### config.mk
export PLATFORM = sky130hd
export DESIGN_NAME = lat_ram
export DESIGN_NICKNAME = d
export VERILOG_FILES = /design/src/lat_ram.sv
export SDC_FILE = /design/constraint.sdc
export NUM_CORES = 2
export LEC_CHECK = 0
export BUFFER_PORTS_ARGS = -buffer_cell sky130_fd_sc_hd__buf_2
export CORE_UTILIZATION = 63
export DETAILED_ROUTE_END_ITERATION = 7
export PLACE_DENSITY_LB_ADDON = 0.1
export SLEW_MARGIN = 20
export SYNTH_ARGS = -nofsm -noshare
export SYNTH_HDL_FRONTEND = slang
export SYNTH_SLANG_ARGS = --single-unit
export TNS_END_PERCENT = 5
### constraint.sdc
create_clock -name clock -period 18 [get_ports clock]
set_input_delay 5.4 -clock clock [delete_from_list [all_inputs] [get_ports clock]]
set_output_delay 5.4 -clock clock [all_outputs]
set_load 0.02 [all_outputs]
### src/lat_ram.sv
module lat_ram #(
   parameter int WIDTH = 64,
   parameter int DEPTH = 64
) (
   input  logic                     clock,
   input  logic                     wr_en,
   input  logic [$clog2(DEPTH)-1:0] wr_addr,
   input  logic [WIDTH-1:0]         wr_data,
   input  logic [$clog2(DEPTH)-1:0] rd_addr,
   output logic [WIDTH-1:0]         rd_data
);

   logic [WIDTH-1:0] mem_ff [DEPTH];
   logic [WIDTH-1:0] rd_data_ff;

   always_ff @(posedge clock) begin
      if (wr_en) begin
         mem_ff[wr_addr] <= wr_data;
      end
      rd_data_ff <= mem_ff[rd_addr];
   end

   assign rd_data = rd_data_ff;

endmodule

==> impl_metrics.py <==
metrics = {
    "status": {
        "status": "complete, no violations",
    },
    "synthesis": {
        "synth-seq-cells": 4160,
        "synth_sequential_area_ratio_pct": 79.5,
        "ys_types": 33,
        "synthesis.nets": 6676,
        "syn_area_per_cell_um2": 23.7,
        "synth_edf_count": 4096,
        "synth_ff_type": "edfxtp_1",
        "ys_warn_count": 0,
        "ys_async_sr_fraction_pct": 0,
        "synth_area_mm2": 0.156,
        "netlist_instances": 6598,
    },
    "critical_path": {
        "critical_path_class": "primary input to flop",
        "worstPathRequired_ns": 18.85,
        "cp-end-kind": "flop",
        "critical_path_buf_inv_count": 4,
        "crit_path_frequent_cell": "buf_4",
        "r2r_setup_slack_ns": 15.97,
        "critical_path.max_stage_delay_ns": 0.83,
        "worst-path-max-fanout": 70,
        "critPathTopFamily": "buffers and inverters",
        "critPathLaunchType": "primary input",
        "cp.depth": 9,
        "path_cells": "buf_12 > buf_4 > buf_4 > buf_4 > mux4_2 > nor2b_1 > a211oi_1 > o22ai_1 > and3_1",
        "cpMaxStageDelayCell": "buf_4",
        "reg2reg_depth": 5,
        "arrival_ns": 9.59,
    },
    "clock_tree": {
        "clkLatencyLatePin_ns": 0.97,
        "cts-root-buf": "clkbuf_16",
        "clock-sinks": 4160,
        "cts_buffers": 414,
        "holdBufCountCts": 0,
        "post_cts_resized": 0,
        "post_cts_buffers": 0,
        "clk_pin_slew_ns": 0.06,
        "htree_levels": 5,
        "cts_buffer_depth": 4,
        "cts_tree": "yes",
    },
    "layout": {
        "layout_common_cells": "edfxtp_1, mux4_2, clkbuf_16",
        "layout_commonest_cell": "edfxtp_1",
        "syn2layout_area_growth_pct": 12.1,
        "design_area_mm2": 0.175,
        "num-nets-final": 7074,
        "fillers": 14300,
        "drive_above_1_share_pct": 28.4,
        "instances_no_fill": 10700,
    },
    "power_and_ir_drop": {
        "p_clk_share_pct": 42.3,
        "p_seq_share_pct": 53.3,
        "switching_share_pct": 20.5,
        "pwr-share-comb_pct": 4.5,
        "p_switching_uw": 4150,
        "peakVddDrop_mv": 0.107,
        "cellLeakagePower_uw": 0.0549,
        "internal_power_uw": 16100,
        "p_per_area_mw_per_mm2": 115,
    },
    "timing": {
        "hold_ws_ns": 0.826,
        "rsz0062_at_grt": "false",
        "drv_slew": 0,
        "finalClockSkew_ns": 0.0554,
        "timing.setup.tns_ns": 0,
        "min_period_ns": 8.74,
        "finalCritPeriodShare_pct": 48.5,
        "maxSlewHeadroom_pct": 19.7,
        "worst_slew_pin_slew_ns": 1.20,
        "finalSetupViolations": 0,
        "hold_viol_final": 0,
        "max_freq_mhz": 114,
    },
    "route": {
        "post_drt_wl_per_cell_um": 38.1,
        "drt.antenna.violating_nets": 0,
        "totalWireLength_um": 406000,
        "vias_per_cell": 7.13,
        "route.detailed.drc": 0,
        "drtIter0Drc": 11800,
        "first_pass_iters": 7,
        "num_vias": 75900,
    },
    "flow_run": {
        "drv_cap": 0,
    },
    "global_routing": {
        "grtUsageTotal_pct": 33.0,
        "grt_max_degree": 107,
        "grt_pass1_vias": 75600,
        "grt_pass1_wl_um": 568000,
        "antenna_found_initial": 31,
        "globalRouteOverflowTotal": 0,
    },
    "placed_design": {
        "gp_congestion": 0.787,
        "dpl-instance-area_mm2": 0.162,
        "dp_cells": 9888,
        "io_buffers": 141,
        "dpl.hpwl_um": 216000,
    },
    "die": {
        "io_pins": 142,
        "core-area_mm2": 0.246,
        "rows": 182,
        "dieArea_mm2": 0.250,
        "initial_core_util_pct": 63.5,
        "die_y_um": 500,
        "dieWidth_um": 500,
    },
    "min_path": {
        "min_path_cells": 4,
        "worstHoldPathType": "flop to flop",
    },
}
==> layout make-up <==
cell class | instances | area (µm²) | share of cell area (%)
multi-input combinational | 2049 | 30800 | 17.6
timing repair buffer | 352 | 2510 | 1.43
inverter | 19 | 71.3 | 0.0407
tap | 3312 | 4140 | 2.37
clock buffer | 535 | 11100 | 6.34
antenna | 15 | 37.5 | 0.0214
sequential | 4160 | 124000 | 70.9
clock inverter | 210 | 2270 | 1.30
==> logic make-up (layout without fill, tap and decap cells) <==
logic type	Yosys count	after routing	synth area share [%]
compound gates	504	504	2.48
simple gates	386	386	1.24
other cells	0	15	0
mux	1159	1159	15.6
flops	4160	4160	79.5
buf+inv	389	1116	1.18
==> stage by stage <==
| stage | worst slack (ns) | utilization (%) | total power [µW] |
|---|---|---|---|
| floorplan | 7.16 | - | 11500 |
| global placement | 8.05 | 65.6 | 11900 |
| detailed placement | 8.11 | 65.6 | 11900 |
| CTS | 9.15 | 71.0 | 20300 |
| global route | 8.84 | 71.1 | 20700 |
| finish | 9.26 | 71.1 | 20200 |
==> worst min-delay path, delay by kind of cell (launching register included) <==
family	cells	cell delay, ns
compound gates	1	0.06
simple gates	2	0.20
mux	1	0.22
flops	1	0.31
==> layer usage <==
layer  part of all wire (%)  vias to the layer above  GRT usage [%]
met5                  0.028                        -              0
met4                    3.4                       18           10.5
met3                     12                      788           6.22
met2                     47                     4946           50.5
met1                     38                    40900           49.0
li1                       -                    29300              -
==> flip-flops by register name, indices dropped and copies added, names as in the netlist <==
signal / flops
mem_ff: 4096
rd_data: 64
==> final timing paths <==
check | start | to
max reg2reg | mem_ff[63][19]$_DFFE_PP_ | rd_data[19]$_DFF_P_
min reg2reg | mem_ff[36][42]$_DFFE_PP_ | rd_data[42]$_DFF_P_
max | rd_addr[0] | rd_data[14]$_DFF_P_
min | mem_ff[36][42]$_DFFE_PP_ | rd_data[42]$_DFF_P_
==> power groups by stage <==
stage	clock network, µW	registers [µW]	logic, µW
after floorplan	0	11000	499
after global placement	0	11000	879
after detailed placement	0	11000	897
after CTS	8620	10800	900
after global routing	8960	10800	947
final	8550	10800	901
==> Yosys cell counts (2+ instances only) <==
master | count | area [µm²]
a2bb2oi_1 | 19 | 166
clkbuf_1 | 140 | 526
mux2i_1 | 135 | 1350
mux4_2 | 1024 | 23100
a31oi_1 | 18 | 113
edfxtp_1 | 4096 | 123000
buf_4 | 34 | 255
or2_2 | 28 | 175
and2_1 | 3 | 18.8
nand2b_1 | 11 | 68.8
nor2b_1 | 28 | 175
and3_1 | 64 | 400
a41oi_1 | 26 | 228
or3_1 | 29 | 181
nor2_1 | 112 | 420
buf_1 | 20 | 75.1
nand2_1 | 58 | 218
a22oi_1 | 168 | 1260
nor3_1 | 2 | 10.0
dfxtp_1 | 64 | 1280
nand3b_1 | 2 | 15.0
buf_2 | 170 | 851
a211oi_1 | 63 | 473
o221ai_1 | 38 | 333
o22ai_1 | 83 | 519
a22o_1 | 88 | 771
nand4_1 | 2 | 12.5
buf_6 | 6 | 67.6
nand3_1 | 45 | 225
inv_1 | 19 | 71.3
Note: power is estimated with default switching activity, not from simulation.
