==> src/lat_pkg.sv <==
package lat_pkg;

   // Largest grid side the storage holds.
   localparam int MAX_SIDE = 64;
   localparam int ROW_W    = $clog2(MAX_SIDE);
   // Width of the side register and of the clamped side in use.
   localparam int SIDE_W   = 7;
   // A cell has eight neighbor terms, so the count fits in four bits.
   localparam int COUNT_W  = 4;

   localparam int CSR_ADDR_W = 2;
   localparam int CSR_DATA_W = 32;
   localparam logic [CSR_ADDR_W-1:0] CSR_SIDE_ADDR = CSR_ADDR_W'(0);
   localparam logic [SIDE_W-1:0]     SIDE_RESET    = SIDE_W'(MAX_SIDE);

   typedef logic [MAX_SIDE-1:0] row_type;

   typedef enum logic [1:0] {
      FUNC_WRITE   = 2'd0,
      FUNC_READ    = 2'd1,
      FUNC_ADVANCE = 2'd2,
      FUNC_NOP     = 2'd3
   } func_type;

endpackage

==> src/lat_row_next.sv <==
// Next generation of one grid row, one lane per column. Columns wrap at the
// side in use; columns beyond it keep their stored value.
module lat_row_next (
   input  lat_pkg::row_type            prev_row,
   input  lat_pkg::row_type            cur_row,
   input  lat_pkg::row_type            next_row,
   input  logic [lat_pkg::SIDE_W-1:0]  side,
   output lat_pkg::row_type            new_row
);
   import lat_pkg::*;

   logic [ROW_W-1:0] last_col;
   logic [2:0]       wrap_left;
   logic [2:0]       wrap_right;

   assign last_col   = ROW_W'(side - SIDE_W'(1));
   assign wrap_left  = {prev_row[last_col], cur_row[last_col], next_row[last_col]};
   assign wrap_right = {prev_row[0], cur_row[0], next_row[0]};

   for (genvar c = 0; c < MAX_SIDE; c++) begin : g_lane
      logic [2:0]         lft;
      logic [2:0]         rgt;
      logic [COUNT_W-1:0] cnt;
      logic               alive;
      logic               in_use;

      if (c == 0) begin : g_first
         assign lft = wrap_left;
      end else begin : g_inner
         assign lft = {prev_row[c-1], cur_row[c-1], next_row[c-1]};
      end

      assign rgt = (ROW_W'(c) == last_col) ? wrap_right :
                   {prev_row[(c+1)%MAX_SIDE], cur_row[(c+1)%MAX_SIDE],
                    next_row[(c+1)%MAX_SIDE]};

      assign cnt = COUNT_W'(lft[2]) + COUNT_W'(lft[1]) + COUNT_W'(lft[0])
                 + COUNT_W'(rgt[2]) + COUNT_W'(rgt[1]) + COUNT_W'(rgt[0])
                 + COUNT_W'(prev_row[c]) + COUNT_W'(next_row[c]);

      assign alive  = cur_row[c];
      assign in_use = (SIDE_W'(c) < side);

      assign new_row[c] = in_use ? ((cnt == COUNT_W'(3)) || (alive && cnt == COUNT_W'(2)))
                                 : alive;
   end

endmodule

==> config.mk <==
export PLATFORM = sky130hd
export DESIGN_NAME = lat_row_next
export DESIGN_NICKNAME = d
export VERILOG_FILES = /design/src/lat_pkg.sv /design/src/lat_row_next.sv
export SDC_FILE = /design/constraint.sdc
export NUM_CORES = 1
export LEC_CHECK = 0
export ABC_CLOCK_PERIOD_IN_PS = 9350
export BUFFER_PORTS_ARGS = -buffer_cell sky130_fd_sc_hd__buf_2
export CELL_PAD_IN_SITES_DETAIL_PLACEMENT = 0
export CELL_PAD_IN_SITES_GLOBAL_PLACEMENT = 2
export CORE_ASPECT_RATIO = 0.7
export CORE_MARGIN = 4
export CORE_UTILIZATION = 40
export DETAILED_ROUTE_END_ITERATION = 10
export PLACE_DENSITY_LB_ADDON = 0.1
export RECOVER_POWER = 25
export SYNTH_ARGS = -nofsm -noshare
export SYNTH_HDL_FRONTEND = slang
export SYNTH_SLANG_ARGS = --single-unit
==> constraint.sdc <==
create_clock -name vclk -period 9.35
set_input_delay 0 -clock vclk [all_inputs]
set_output_delay 0 -clock vclk [all_outputs]
set_load 0.01 [all_outputs]
==> flow_summary.json <==
{
  "outcome": "complete, but fails checks",
  "violations": "max-capacitance violations, max-slew violations",
  "power.density_mw_per_mm2": 100,
  "netlist_area_sq_mm": 0.0155,
  "path_depth": 18,
  "ant_nets": 0,
  "max_slew_margin_pct": -64.8,
  "netlist.area_leader.share_pct": 33.0,
  "grt_pass1_vias": 13600,
  "critical-path-top-delay-family": "simple AND/OR/NAND/NOR gates",
  "ys_top_cells_by_area": "fa_1, ha_1, mux2i_1",
  "dp.cells": 2388,
  "place_hpwl_um": 46300,
  "layout.nets": 2515,
  "synth_xor_xnor_area_share_pct": 0.459,
  "grt_overflow": 0,
  "synth_top_area_cell": "fa_1",
  "rsz0062_at_grt": "no",
  "routed_wl_um": 55000,
  "period_minus_slack_ns": 6.76,
  "cp-end-kind": "output port",
  "yosys_warnings": 0,
  "synth.mux.area_fraction_pct": 20.1,
  "finalCritPeriodShare_pct": 72.4,
  "grt_max_degree": 68,
  "worst-path-buf-inv": 4,
  "finalHoldViolations": 0,
  "critPathSlowestCell": "nor2_1",
  "final-max-slew-violation-count": 87,
  "dieArea_sq_mm": 0.0421,
  "post-place-ws_ns": 3.00,
  "die_w_um": 244,
  "cap_violations": 3,
  "seq_area_sq_um": 0,
  "start_util_pct": 40.5,
  "seq_cells": 0,
  "setup_viol": 0,
  "portBuffers": 263,
  "avgRoutedWirePerCell_um": 23.0,
  "grt_use_total_pct": 25.8,
  "row_count": 60,
  "postCtsSetupBuffers": 0,
  "final_util_pct": 45.0,
  "cp_common_cell": "fa_1",
  "yosysUniqueCellTypes": 57,
  "hp-start": "cur_row[30]",
  "syn_inst": 1645,
  "syn_to_final_growth_pct": 11.1,
  "whs_path_depth": 4,
  "fmax_mhz": 148,
  "crit_path_cell_trace": "buf_4 > clkinv_1 > ha_1 > nand2b_1 > nor2_1 > xnor2_1 > nor2_1 > nand2_1 > mux2i_1 > fa_1 > inv_1 > fa_1 > ha_1 > fa_1 > o21ai_0 > nand2_1 > a21oi_1 > buf_2",
  "crit_path_start_kind": "input pin",
  "core_area_sq_mm": 0.0384,
  "drc": 0,
  "synth.avg_cell_area_sq_um": 9.45,
  "synthSimpleGateAreaFrac_pct": 11.4,
  "ir_drop_uv": 43.4,
  "synth_nets": 2297,
  "holdBufCountCts": 0,
  "yosysSeqAreaShare_pct": 0,
  "min_path_type": "in -> out",
  "arrival_ns": 6.76,
  "synth_top_family_by_area": "adder cells",
  "drt_first_pass_iters": 5,
  "cts.repair.resized": 0,
  "num_vias": 13100,
  "synth_compound_area_share_pct": 12.0,
  "ios": 263,
  "layout_setup_ws_ns": 2.59,
  "cpPeakStageDelay_ns": 1.82,
  "setup_tns_ns": 0,
  "layout.cells.non_filler": 2391,
  "drive_gt1_share_pct": 21.7,
  "clock_buffers": 0,
  "startpoint": "side[0]",
  "routabilityCongestion": 0.877,
  "grt_pass1_wl_um": 84800,
  "crit_type": "in -> out",
  "initialDrtViolationCount": 846,
  "die_h_um": 173,
  "antenna_found_initial": 4,
  "p_leak_uw": 0.00918,
  "worstMarginPinSlew_ns": 2.46,
  "synth_fa_ha_area_share_pct": 48.8,
  "cp.required_ns": 9.35,
  "via_per_inst": 5.47,
  "cp_max_fo": 17
}
-- cell type report --
class,count,area (sq um)
Tap cell,527,659
Inverter,209,785
Multi-Input combinational cell,1377,14400
Fill cell,3816,21100
Timing Repair Buffer,275,1390
Antenna cell,3,7.51
-- cells in the mapped netlist, types with 2 or more instances --
| master | instances |
|---|---|
| a211oi_1 | 3 |
| a21oi_1 | 216 |
| a221o_1 | 3 |
| a221oi_1 | 6 |
| a22oi_1 | 3 |
| a31o_2 | 2 |
| a31oi_1 | 3 |
| and2_1 | 9 |
| and2_2 | 3 |
| buf_1 | 6 |
| buf_12 | 4 |
| buf_2 | 12 |
| buf_6 | 3 |
| clkbuf_1 | 33 |
| clkinv_1 | 2 |
| fa_1 | 256 |
| ha_1 | 197 |
| inv_1 | 207 |
| mux2_1 | 26 |
| mux2_2 | 22 |
| mux2_4 | 20 |
| mux2i_1 | 141 |
| mux4_2 | 39 |
| nand2_1 | 145 |
| nand2_4 | 39 |
| nand2b_1 | 9 |
| nand3_1 | 71 |
| nor2_1 | 20 |
| nor2_8 | 3 |
| nor2b_1 | 4 |
| nor2b_4 | 3 |
| nor3_1 | 5 |
| o21ai_0 | 93 |
| o21bai_1 | 5 |
| o22ai_1 | 5 |
| o31ai_1 | 2 |
| or2_2 | 2 |
| xnor2_1 | 3 |
| xor2_1 | 2 |
-- power breakdown --
part	internal [uW]	switching, uW
Sequential	0	0
Combinational	731	1000
Clock	0.0000430	0
Total	731	1000
-- tightest hold or removal path, stage by stage --
cell     delay (ns)
buf_2          0.14
inv_1          0.06
a21oi_1        0.05
buf_2          0.13
-- cells in the final DEF (no fill, tap or decap), types with 4 or more instances in the layout --
cell type	instances
ha_1	196
a21oi_1	216
nand2b_1	9
nand2_4	38
mux2_1	26
nand3_1	71
mux2_4	20
o22ai_1	5
mux4_2	39
buf_2	251
mux2i_1	141
nand2_1	146
a221oi_1	6
and2_1	9
o21bai_1	5
nor3_1	5
o21ai_0	93
mux2_2	22
nor2_1	20
clkbuf_1	12
buf_4	12
nor2b_1	4
inv_1	207
fa_1	256
-- through the flow --
step / power [uW] / hold slack [ns] / instance area (sq um)
2_1_floorplan: 1200 / 0.115 / 15500
3_3_place_gp: 1700 / 0.377 / 17300
3_5_place_dp: 1740 / 0.376 / 17300
4_1_cts: 1750 / 0.378 / 17300
5_1_grt: 2010 / 0.402 / 17300
6_report: 1730 / 0.377 / 17300
-- path summary, 6_finish.rpt --
kind / end
worst min-delay path: new_row[30]
worst max-delay path: new_row[38]
-- routing by layer --
metal  part of all wire, %  GRT usage, %
met1                    49          40.2
met2                    43          38.8
met3                   7.2          4.36
met4                   1.3          2.82
met5                 0.049             0
-- cell families after synthesis --
kind of cell	after synthesis
fa+ha+maj	453
compound gates	350
simple gates	320
buf+inv	268
mux	248
xor+xnor	6
Note: power is estimated with default switching activity, not from simulation.
